--- config.mk ---
export PLATFORM = sky130hd
export DESIGN_NAME = crcfr_front
export DESIGN_NICKNAME = d
export VERILOG_FILES = /design/src/crcfr_pkg.sv /design/src/crcfr_front.sv
export SDC_FILE = /design/constraint.sdc
export NUM_CORES = 1
export LEC_CHECK = 0
export BUFFER_PORTS_ARGS = -buffer_cell sky130_fd_sc_hd__buf_4
export CAP_MARGIN = 40
export CORE_MARGIN = 4
export CORE_UTILIZATION = 46
export DETAILED_ROUTE_END_ITERATION = 8
export PLACE_DENSITY = 0.82
export SKIP_CTS_REPAIR_TIMING = 1
export SYNTH_ARGS = -nofsm -noshare
export SYNTH_HDL_FRONTEND = slang
export SYNTH_SLANG_ARGS = --single-unit
--- constraint.sdc ---
create_clock -name clock -period 1.7 [get_ports clock]
set_clock_uncertainty 0.1 [all_clocks]
set_input_delay 0.17 -clock clock [delete_from_list [all_inputs] [get_ports clock]]
set_output_delay 0.17 -clock clock [all_outputs]
set_load 0.1 [all_outputs]
--- src/crcfr_pkg.sv ---
// ---------------------------------------------------------------------------
// crcfr_pkg: shared types and constants
// Codes, widths and the item format used by the framed ring store.
// ---------------------------------------------------------------------------
package crcfr_pkg;

   localparam int RING_DEPTH = 1024;
   localparam int ADDR_W     = $clog2(RING_DEPTH);
   localparam int PTR_W      = ADDR_W + 1;

   localparam logic [1:0] ACT_BEGIN_WRITE = 2'd0;
   localparam logic [1:0] ACT_WRITE_BYTE  = 2'd1;
   localparam logic [1:0] ACT_BEGIN_READ  = 2'd2;
   localparam logic [1:0] ACT_READ_BYTE   = 2'd3;

   localparam logic [3:0] ST_OK        = 4'd0;
   localparam logic [3:0] ST_EMPTY     = 4'd1;
   localparam logic [3:0] ST_CAPACITY  = 4'd2;
   localparam logic [3:0] ST_RING      = 4'd3;
   localparam logic [3:0] ST_CRC       = 4'd4;
   localparam logic [3:0] ST_TOO_BIG   = 4'd5;
   localparam logic [3:0] ST_ZERO_LEN  = 4'd6;
   localparam logic [3:0] ST_NO_ROOM   = 4'd7;
   localparam logic [3:0] ST_SEQUENCE  = 4'd8;

   typedef struct packed {
      logic begin_write;
      logic write_byte;
      logic begin_read;
      logic read_byte;
   } kind_type;

   typedef struct packed {
      kind_type    kind;
      logic [7:0]  data_in;
      logic [15:0] length;
   } item_type;

endpackage

--- src/crcfr_front.sv ---
// ---------------------------------------------------------------------------
// crcfr_front: request intake
// Decodes each request beat and holds it in a two-entry queue for the back.
// ---------------------------------------------------------------------------
module crcfr_front (
   input  logic                clock,
   input  logic                reset,
   input  logic                req_valid,
   output logic                req_ready,
   input  logic [1:0]          req_action,
   input  logic [7:0]          req_data_in,
   input  logic [15:0]         req_length,
   input  logic                clearing,
   output logic                q_valid,
   output crcfr_pkg::item_type q_item,
   input  logic                q_pop
);

   crcfr_pkg::item_type entry_ff [2];
   logic       wr_ptr_ff, wr_ptr_in;
   logic       rd_ptr_ff, rd_ptr_in;
   logic [1:0] count_ff, count_in;
   logic       push;
   crcfr_pkg::item_type new_item;

   assign req_ready = (count_ff != 2'd2) && !clearing;
   assign push      = req_valid && req_ready;
   assign q_valid   = (count_ff != 2'd0);
   assign q_item    = entry_ff[rd_ptr_ff];

   always_comb begin
      new_item.kind.begin_write = (req_action == crcfr_pkg::ACT_BEGIN_WRITE);
      new_item.kind.write_byte  = (req_action == crcfr_pkg::ACT_WRITE_BYTE);
      new_item.kind.begin_read  = (req_action == crcfr_pkg::ACT_BEGIN_READ);
      new_item.kind.read_byte   = (req_action == crcfr_pkg::ACT_READ_BYTE);
      new_item.data_in          = req_data_in;
      new_item.length           = req_length;
      wr_ptr_in = push ? ~wr_ptr_ff : wr_ptr_ff;
      rd_ptr_in = q_pop ? ~rd_ptr_ff : rd_ptr_ff;
      count_in  = count_ff + {1'b0, push} - {1'b0, q_pop};
   end

   always_ff @(posedge clock) begin
      if (push) begin
         entry_ff[wr_ptr_ff] <= new_item;
      end
   end

   always_ff @(posedge clock) begin
      if (reset) begin
         wr_ptr_ff <= 1'b0;
         rd_ptr_ff <= 1'b0;
         count_ff  <= 2'd0;
      end else begin
         wr_ptr_ff <= wr_ptr_in;
         rd_ptr_ff <= rd_ptr_in;
         count_ff  <= count_in;
      end
   end

endmodule

==> results of run 1 <==
==> layout by cell type (no fill, tap or decap), types with 2 or more instances in the layout <==
cell type,n
buf_12,22
buf_4,36
buf_6,5
buf_8,6
clkbuf_8,9
clkinv_2,4
dfxtp_1,2
dfxtp_4,2
dlygate4sd3_1,25
edfxtp_1,56
ha_4,2
mux2_1,5
mux2_2,6
mux2_4,17
nor2_1,4
nor2b_1,3
xnor2_1,2
==> per-layer routing <==
layer,up-vias,global-route usage [%],routed length (um)
li1,648,-,-
met1,677,17.18,2008
met2,47,23.89,2887
met3,12,8.028,278
met4,0,9.790,104
met5,-,0,0
==> kinds of logic after synthesis <==
logic type	share of synthesized area (%)
AOI/OAI and AO/OA	0.4382
xor gates and xnor gates	1.152
adders and majority gates	1.096
buffers and inverters	1.645
DFF	78.07
muxes	13.82
and+or+nand+nor	3.784
==> final cells by class <==
cell class | count | area [um2]
Sequential cell | 61 | 1790
Timing Repair Buffer | 95 | 1132
Fill cell | 265 | 984.7
Multi-Input combinational cell | 50 | 570.5
Clock buffer | 10 | 127.6
Tap cell | 67 | 83.83
Clock inverter | 6 | 53.80
Inverter | 2 | 11.26
==> sequential cells by signal, summed over array words and instances, names as in the netlist, named ones only <==
register / flops
count_ff: 2
entry_ff: 56
wr_ptr_ff: 1
rd_ptr_ff: 1
==> report_power, final <==
group	switching, mW	internal (mW)
registers	0.0422	1.74
clock network	0.515	0.661
logic	0.881	0.549
total	1.44	2.95
==> tightest hold or removal path, delay by kind of cell <==
family                    cells  cell delay (ns)
and+or+nand+nor               1             0.08
buffers and inverters         1             0.11
xor gates and xnor gates      1             0.08
==> through the flow <==
step                      hold slack, ns  instance area (um2)  utilization, %  setup WS (ns)  instances
final                            0.04821                 3770           79.29        -0.1463        291
after floorplan                   0.1391                 2295               -        -0.3646        116
after detailed placement          0.2576                 2882           60.61       -0.06763        246
after global routing             0.02291                 3770           79.29        -0.2053        291
after global placement            0.2563                 2882           60.61         0.1111        246
after CTS                       -0.09863                 3063           64.42        -0.1014        262
==> path summary, 6_finish.rpt <==
path	to	cells after the start	slack [ns]
worst max-delay path	count_ff[1]$_SDFF_PP0_	9	-0.15
worst min-delay path	flip-flop	3	0.05
worst max register to register	count_ff[1]$_SDFF_PP0_	9	-0.15
worst min register to register	flip-flop	2	0.42
==> key figures, run 1 <==
Clock network
  – H-tree depth: 3
  – Root buf cell: clkbuf_8
  – Clock Sink Count: 61
  – Worst-skew pair later-pin latency: 0.33 ns
  – Total CTS buffers: 9
  – Clock Pin Slew Worst Setup and Hold Paths: 0.06 ns
  – TritonCTS clock tree: yes
  – Deepest clock path buffer count: 2

Timing
  – Final setup slack of the worst path: -0.1463 ns
  – Setup-failing EPs final: 4
  – Max-slew headroom: 81.50%
  – Fin. Hold Viols: 0
  – TNS Setup: -0.1645 ns
  – Tmin final: 1.846 ns
  – Worst-margin pin slew: 0.2798 ns
  – Max Clock Freq: 541.6 MHz
  – Fin. max-slew vios: 0
  – Tcrit/Tclk final: 108.6%
  – RSZ-0062 raised after global routing: true

Yosys
  – Post-synth EDFFs: 56
  – YS warnings: 0
  – Async S/R FF share, synth: 0%
  – Post-synth net total: 149
  – Yosys reg bits: 61
  – Synthesized area: 2282 um2
  – Unique masters post-synth: 20
  – Post-synth top area share: 73.68%
  – Main area contributors after synthesis: edfxtp_1, mux2_1, dfxtp_1, ha_1, buf_6
  – Sequential fraction of the synthesis area: 78.07%
  – Most numerous cell in the Yosys netlist: edfxtp_1
  – List of most frequent post-synthesis cells: edfxtp_1, mux2_1, dfxtp_1, nor2_1, nor2b_1
  – Mapped Cells: 116
  – Dominant cell type by area after synthesis: edfxtp_1
  – Avg Cell Area, Syn: 19.67 um2
  – Primary FF master, synth: edfxtp_1

Detailed routing
  – Vias: 1,384
  – Residual DRC count: 0
  – Iteration-0 DRC Markers: 77
  – Final ANT Viol Nets: 0
  – DR vias/cell: 4.756
  – Drt wl/cell: 18.14 um
  – Initial DRT Pass Iterations: 4
  – Post-Route WL: 5278 um

Worst hold path
  – Hold_sp: q_pop
  – Worst Hold Class: input pin to flip-flop

Placed design
  – Final GP Congestion: 0.7119
  – Final HPWL DP: 2972 um
  – Buffers added on ports: 60

Die
  – Die Ht: 78.44 um
  – Core area: 4755 um2
  – Row cnt: 25
  – IO Pins: 61
  – Die Wd: 78.44 um
  – Die ar.: 6152 um2
  – Initial Util: 48.00%

Worst setup path
  – Worst flop-to-flop path startpoint: count_ff[1]$_SDFF_PP0_
  – Critical-path maximum fanout: 3
  – Worst path buffer plus inverter count: 1
  – CP Cell Sequence: nor2b_4 > nor2_4 > nand2_2 > ha_4 > inv_2 > ha_4 > xor2_2 > xnor2_1 > nor2_1
  – Slowest CP cell: dfxtp_4
  – Startpoint types: flip-flop
  – Crit path arrival time: 1.96 ns
  – Worst setup path start: count_ff[1]$_SDFF_PP0_
  – Top delay family on crit path: simple AND/OR/NAND/NOR gates
  – Most used cell, CP: ha_4
  – CP Class: flip-flop to flip-flop
  – CP Capture Type: flip-flop
  – Slowest stage delay, CP: 0.35 ns
  – Crit path required time: 1.81 ns

Global routing
  – GRT Util Overall: 15.62%
  – Vias in the first global route: 1,379
  – Global-route wire length before repair: 6844 um
  – Grt ovf: 0
  – Largest net degree at the start of global routing: 22
  – Initial antenna violation count: 0

Layout
  – Antenna diode count: 0
  – Share of layout cells above drive strength 1: 53.57%
  – Area Overhead vs Synth: 65.19%
  – NumNets Final: 252

Power
  – Leak: 1.468 nW
  – Peak VDD IR: 0.7060 mV
  – PnR Total Power: 4.391 mW
  – Power Density: 1165 nW/um2

Flow run
  – Max-Cap Viols: 0

Outcome
  – Failing checks: negative setup slack
  – Status: finished with violations
Power figures use the tool's default switching activity.
==> inputs of run 2 (changes only) <==
==> constraint.sdc (replaced) <==
create_clock -name clock -period 1.69 [get_ports clock]
set_clock_uncertainty 0.1 [all_clocks]
set_input_delay 0.169 -clock clock [delete_from_list [all_inputs] [get_ports clock]]
set_output_delay 0.169 -clock clock [all_outputs]
set_load 0.1 [all_outputs]
==> run 2 against run 1 <==
The flow still finishes with violations (negative setup slack). Total power decreased by 5.4%. Flip-flop and latch count unchanged. Design area is 3.6% lower. Routed wire length is 6.4% lower. Via count is 0.79% lower. Setup slack improved by 0.11 ns. Combinational power down 4%. Final cell count decreased by 0.69%. First-iteration DRC count shrank 21%. Largest power group unchanged.
==> key figures, run 2 (synthesis results as in run 1) <==
Power
  – Peak VDD IR: 0.7313 mV
  – Power Density: 1143 nW/um2
  – Leak: 1.399 nW

Timing
  – Tcrit/Tclk final: 102.3%
  – TNS Setup: -0.1182 ns
  – Final setup slack of the worst path: -0.03833 ns
  – Max-slew headroom: 81.52%
  – Fin. max-slew vios: 0
  – Fin. Hold Viols: 0
  – Tmin final: 1.728 ns
  – Worst-margin pin slew: 0.2794 ns
  – Setup-failing EPs final: 11
  – Max Clock Freq: 578.6 MHz
  – RSZ-0062 raised after global routing: true

Die
  – Initial Util: 48.00%
  – IO Pins: 61
  – Row cnt: 25
  – Die ar.: 6152 um2
  – Die Ht: 78.44 um
  – Die Wd: 78.44 um
  – Core area: 4755 um2

Worst hold path
  – Hold_sp: q_pop
  – Worst Hold Class: input pin to flip-flop

Detailed routing
  – Iteration-0 DRC Markers: 61
  – DR vias/cell: 4.751
  – Initial DRT Pass Iterations: 4
  – Residual DRC count: 0
  – Vias: 1,373
  – Post-Route WL: 4938 um
  – Drt wl/cell: 17.09 um
  – Final ANT Viol Nets: 0

Layout
  – Final design utilization: 76.42%
  – Largest regs: entry_ff: 56 flops, count_ff: 2 flops
  – Area Overhead vs Synth: 59.21%
  – Max FFs per register: 56
  – Filler cell count: 280
  – NumNets Final: 252
  – Most frequent cells in the layout: edfxtp_1, buf_4, dlygate4sd3_1, buf_12
  – Area of the multi-input gates: 529.3 um2
  – Sequential cell area: 1790 um2
  – Commonest non-fill, non-tap cell in the layout: edfxtp_1
  – Top reg by flops: entry_ff
  – Antenna diode count: 0
  – Share of layout cells above drive strength 1: 50.45%

Outcome
  – Status: finished with violations
  – Failing checks: negative setup slack

Worst setup path
  – Reg2Reg Setup Slack: -0.04 ns
  – Startpoint types: flip-flop
  – Worst setup path start: count_ff[1]$_SDFF_PP0_
  – Critical-path maximum fanout: 3
  – CP Class: flip-flop to flip-flop
  – Crit path required time: 1.81 ns
  – Crit path arrival time: 1.85 ns
  – Worst flop-to-flop path startpoint: count_ff[1]$_SDFF_PP0_
  – CP Capture Type: flip-flop

Global routing
  – Initial antenna violation count: 0
  – Global-route wire length before repair: 6617 um
  – Grt ovf: 0
  – Vias in the first global route: 1,373
  – Largest net degree at the start of global routing: 22
  – GRT Util Overall: 15.15%

Clock network
  – Clock Pin Slew Worst Setup and Hold Paths: 0.06 ns
  – H-tree depth: 3
  – Total CTS buffers: 9
  – Deepest clock path buffer count: 2
  – TritonCTS clock tree: yes
  – Worst-skew pair later-pin latency: 0.33 ns
  – Clock Sink Count: 61
  – Root buf cell: clkbuf_8

Placed design
  – Buffers added on ports: 60
  – Final GP Congestion: 0.7112

Flow run
  – Max-Cap Viols: 0
-- run 2: cell types whose count changed in the layout (fill, tap and decap cells not counted), sizes merged --
cell	previous run	this run
bufinv	1	0
clkinv	5	4
-- run 2: final timing paths --
kind	to	depth (start not counted)
worst max-delay path	count_ff[1]$_SDFF_PP0_	9
worst max register to register	count_ff[1]$_SDFF_PP0_	9
worst min-delay path	flip-flop	3
worst min register to register	flip-flop	2
-- run 2: routing by layer --
metal / global-route usage (%) / vias to the layer above / part of all wire, %
met4: 7.867 / 0 / 1.9
met1: 16.11 / 668 / 38
met2: 25.26 / 47 / 55
met5: 0 / - / 0
li1: - / 648 / -
met3: 6.881 / 10 / 4.2
-- run 2: critical path, stage by stage, from the launching register on --
cell and delay (ns):
dfxtp_4 0.35, nor2b_4 0.14, nor2_4 0.11, nand2_1 0.06, ha_1 0.29, inv_2 0.05, ha_4 0.16, xor2_2 0.17
xnor2_1 0.13, nor2_1 0.06
-- run 2: area by class of cell --
| type | instances | share of cell area (%) |
|---|---|---|
| repair buffers | 95 | 29.55 |
| inverters | 2 | 0.3099 |
| clock inverters | 4 | 0.4821 |
| multi-input cells | 50 | 14.57 |
| clock buffers | 10 | 3.512 |
| flip-flops and latches | 61 | 49.28 |
| well taps | 67 | 2.307 |
-- run 2: stage by stage --
stage	area, um2	worst slack [ns]	std cells	total power [mW]	hold slack (ns)
final	3633	-0.03833	289	4.153	0.01495
after global routing	3633	-0.08248	289	4.332	0.02102
after CTS	3027	-0.1299	260	3.901	-0.1031
after detailed placement	2882	-0.04968	246	2.899	0.2568
after global placement	2882	0.1027	246	2.873	0.2554
after floorplan	2295	-0.3746	116	2.633	0.1381
-- run 2: power breakdown --
group	switching [mW]	internal, mW	leakage, nW
Sequential	0.0403	1.75	0.557
Combinational	0.867	0.506	0.765
Clock	0.486	0.499	0.0768
Total	1.39	2.76	1.40
==> inputs of run 3 (changes only) <==
--- a/config.mk
+++ b/config.mk
@@ -5,12 +5,13 @@
 export SDC_FILE = /design/constraint.sdc
 export NUM_CORES = 1
 export LEC_CHECK = 0
+export ABC_AREA = 1
 export BUFFER_PORTS_ARGS = -buffer_cell sky130_fd_sc_hd__buf_4
 export CAP_MARGIN = 40
 export CORE_MARGIN = 4
-export CORE_UTILIZATION = 46
+export CORE_UTILIZATION = 47
 export DETAILED_ROUTE_END_ITERATION = 8
-export PLACE_DENSITY = 0.82
+export PLACE_DENSITY = 0.83
 export SKIP_CTS_REPAIR_TIMING = 1
 export SYNTH_ARGS = -nofsm -noshare
 export SYNTH_HDL_FRONTEND = slang
==> run 3 against run 2 <==
The flow now finishes without violations. Fmax increased by 3.0%. Clock power down 0.7%. Design area grew 2.1%. Final cell count increased by 5.2%. Setup slack better by 0.051 ns. Synthesized area grew 4.9%. First-iteration DRC count up 11%. Total power is 4.6% lower. Count of clock-buffer cells in the layout is 1 higher. Register-to-register slack better by 0.06 ns. Global-route usage is 2.4 points lower. Worst hold slack better by 0.033 ns. Critical endpoint is now q_item[5]. Largest power group unchanged.
==> key figures, run 3 <==
Yosys
  – Synthesized area: 2394 um2
  – Sequential fraction of the synthesis area: 74.44%
  – Mapped Cells: 128
  – YS warnings: 0
  – Post-synth top area share: 70.26%
  – Post-synth EDFFs: 56
  – Yosys reg bits: 61
  – List of most frequent post-synthesis cells: edfxtp_1, mux2_4, inv_1
  – Unique masters post-synth: 15
  – Dominant cell type by area after synthesis: edfxtp_1
  – Primary FF master, synth: edfxtp_1
  – Most numerous cell in the Yosys netlist: edfxtp_1
  – Avg Cell Area, Syn: 18.70 um2
  – Async S/R FF share, synth: 0%
  – Main area contributors after synthesis: edfxtp_1, mux2_4, dfxtp_1, mux2_2, inv_1
  – Post-synth net total: 161

Clock network
  – H-tree depth: 3
  – Clock Pin Slew Worst Setup and Hold Paths: 0.06 ns
  – Total CTS buffers: 9
  – Worst-skew pair later-pin latency: 0.31 ns
  – Clock Sink Count: 61
  – TritonCTS clock tree: yes
  – Deepest clock path buffer count: 2
  – Root buf cell: clkbuf_8

Global routing
  – Initial antenna violation count: 0
  – Largest net degree at the start of global routing: 29
  – Vias in the first global route: 1,305
  – GRT Util Overall: 12.73%
  – Grt ovf: 0
  – Global-route wire length before repair: 5968 um

Die
  – Die ar.: 6298 um2
  – Core area: 4817 um2
  – Die Ht: 79.36 um
  – Initial Util: 49.69%
  – Row cnt: 25
  – IO Pins: 61
  – Die Wd: 79.36 um

Detailed routing
  – Post-Route WL: 4756 um
  – Final ANT Viol Nets: 0
  – Drt wl/cell: 15.64 um
  – Initial DRT Pass Iterations: 4
  – Vias: 1,412
  – Iteration-0 DRC Markers: 68
  – Residual DRC count: 0
  – DR vias/cell: 4.645

Power
  – Power Density: 1067 nW/um2
  – Peak VDD IR: 0.7288 mV
  – Leak: 1.508 nW
  – PnR Total Power: 3.960 mW

Layout
  – Area Overhead vs Synth: 55.04%
  – NumNets Final: 266
  – Final design utilization: 77.04%
  – Antenna diode count: 0
  – Top reg by flops: entry_ff
  – Most frequent cells in the layout: edfxtp_1, buf_4, dlygate4sd3_1, mux2_4, buf_6
  – Commonest non-fill, non-tap cell in the layout: edfxtp_1
  – Max FFs per register: 56
  – Share of layout cells above drive strength 1: 50.63%
  – Largest regs: entry_ff: 56 flops, count_ff: 2 flops

Timing
  – Fin. Hold Viols: 0
  – Max Clock Freq: 596.2 MHz
  – Setup-failing EPs final: 0
  – TNS Setup: 0 ns
  – Tcrit/Tclk final: 99.24%
  – RSZ-0062 raised after global routing: true
  – Fin. max-slew vios: 0
  – Tmin final: 1.677 ns
  – Max-slew headroom: 81.48%
  – Worst-margin pin slew: 0.2801 ns

Worst setup path
  – Critical-path maximum fanout: 7
  – CP Class: flip-flop to output pin
  – Startpoint types: flip-flop
  – CP Cell Sequence: buf_12 > mux2_2 > buf_6
  – Crit path required time: 1.42 ns
  – Slowest CP cell: dfxtp_4
  – CP Capture Type: output pin
  – Cell count of the worst reg-to-reg path: 9
  – Crit path arrival time: 1.41 ns
  – Slowest stage delay, CP: 0.41 ns

Flow run
  – Max-Cap Viols: 0

Placed design
  – Final GP Congestion: 0.7120
  – Buffers added on ports: 60
  – Final HPWL DP: 2591 um

Outcome
  – Status: complete, no violations

Worst hold path
  – Worst Hold Class: input pin to flip-flop
  – Worst Hold Depth: 3
==> run 3: cell types whose count changed after synthesis, moves of 2 or more <==
cell	before	now
inv_1	2	11
mux2_4	0	20
nand3_1	0	2
nor2b_1	3	0
mux2_1	28	0
buf_12	0	2
nand2_1	1	6
nor2_1	5	9
mux2_2	0	8
==> run 3: routing by layer <==
| metal | track usage [%] | routed length [um] |
|---|---|---|
| met2 | 21.04 | 2624 |
| met4 | 7.216 | 74 |
| met1 | 14.83 | 1878 |
| met3 | 3.628 | 178 |
| met5 | 0 | 0 |
==> run 3: where the power goes <==
part	switching (mW)	internal [mW]
Clock	0.472	0.507
Combinational	0.758	0.467
Sequential	0.0288	1.73
Total	1.26	2.70
==> run 3: worst paths after layout <==
kind	from	endpoint	slack, ns
worst max register to register	count_ff[0]$_SDFF_PP0_	count_ff[1]$_SDFF_PP0_	0.02
worst min-delay path	q_pop	rd_ptr_ff$_SDFFE_PP0P_	0.05
worst min register to register	rd_ptr_ff$_SDFFE_PP0P_	rd_ptr_ff$_SDFFE_PP0P_	0.41
worst max-delay path	flip-flop	q_item[5]	0.01
==> run 3: through the flow <==
| stage | worst slack [ns] | cell area [um2] | cells | hold slack (ns) |
|---|---|---|---|---|
| final | 0.01277 | 3711 | 304 | 0.04827 |
| after detailed placement | -0.03987 | 2974 | 260 | 0.2552 |
| after floorplan | -0.05227 | 2405 | 128 | 0.1402 |
| after global routing | -0.07553 | 3711 | 304 | 0.05318 |
| after CTS | -0.08356 | 3122 | 275 | -0.08595 |
| after global placement | 0.02910 | 2974 | 260 | 0.2505 |
==> run 3: worst max-delay path, delay by kind of cell, from the launching register on <==
family	cells	cell delay (ns)
buf+inv	2	0.33
flops	1	0.41
mux	1	0.35
==> run 3: logic make-up after synthesis <==
logic type | Yosys count | synth area share [%]
multiplexers | 28 | 16.31
XOR/XNOR | 1 | 0.3660
adder cells (fa/ha/maj) | 2 | 1.045
AO/OA/AOI/OAI | 2 | 0.4182
flip-flops | 61 | 74.44
buffers and inverters | 14 | 3.868
AND/OR/NAND/NOR | 20 | 3.555
==> run 3: cell type report <==
class | count | area [um2]
clock buffer | 11 | 131.4
clock inverter | 4 | 16.27
fill | 286 | 1106
inverter | 11 | 41.29
multi-input combinational | 53 | 579.3
sequential | 61 | 1787
tap | 67 | 83.83
timing repair buffer | 97 | 1072
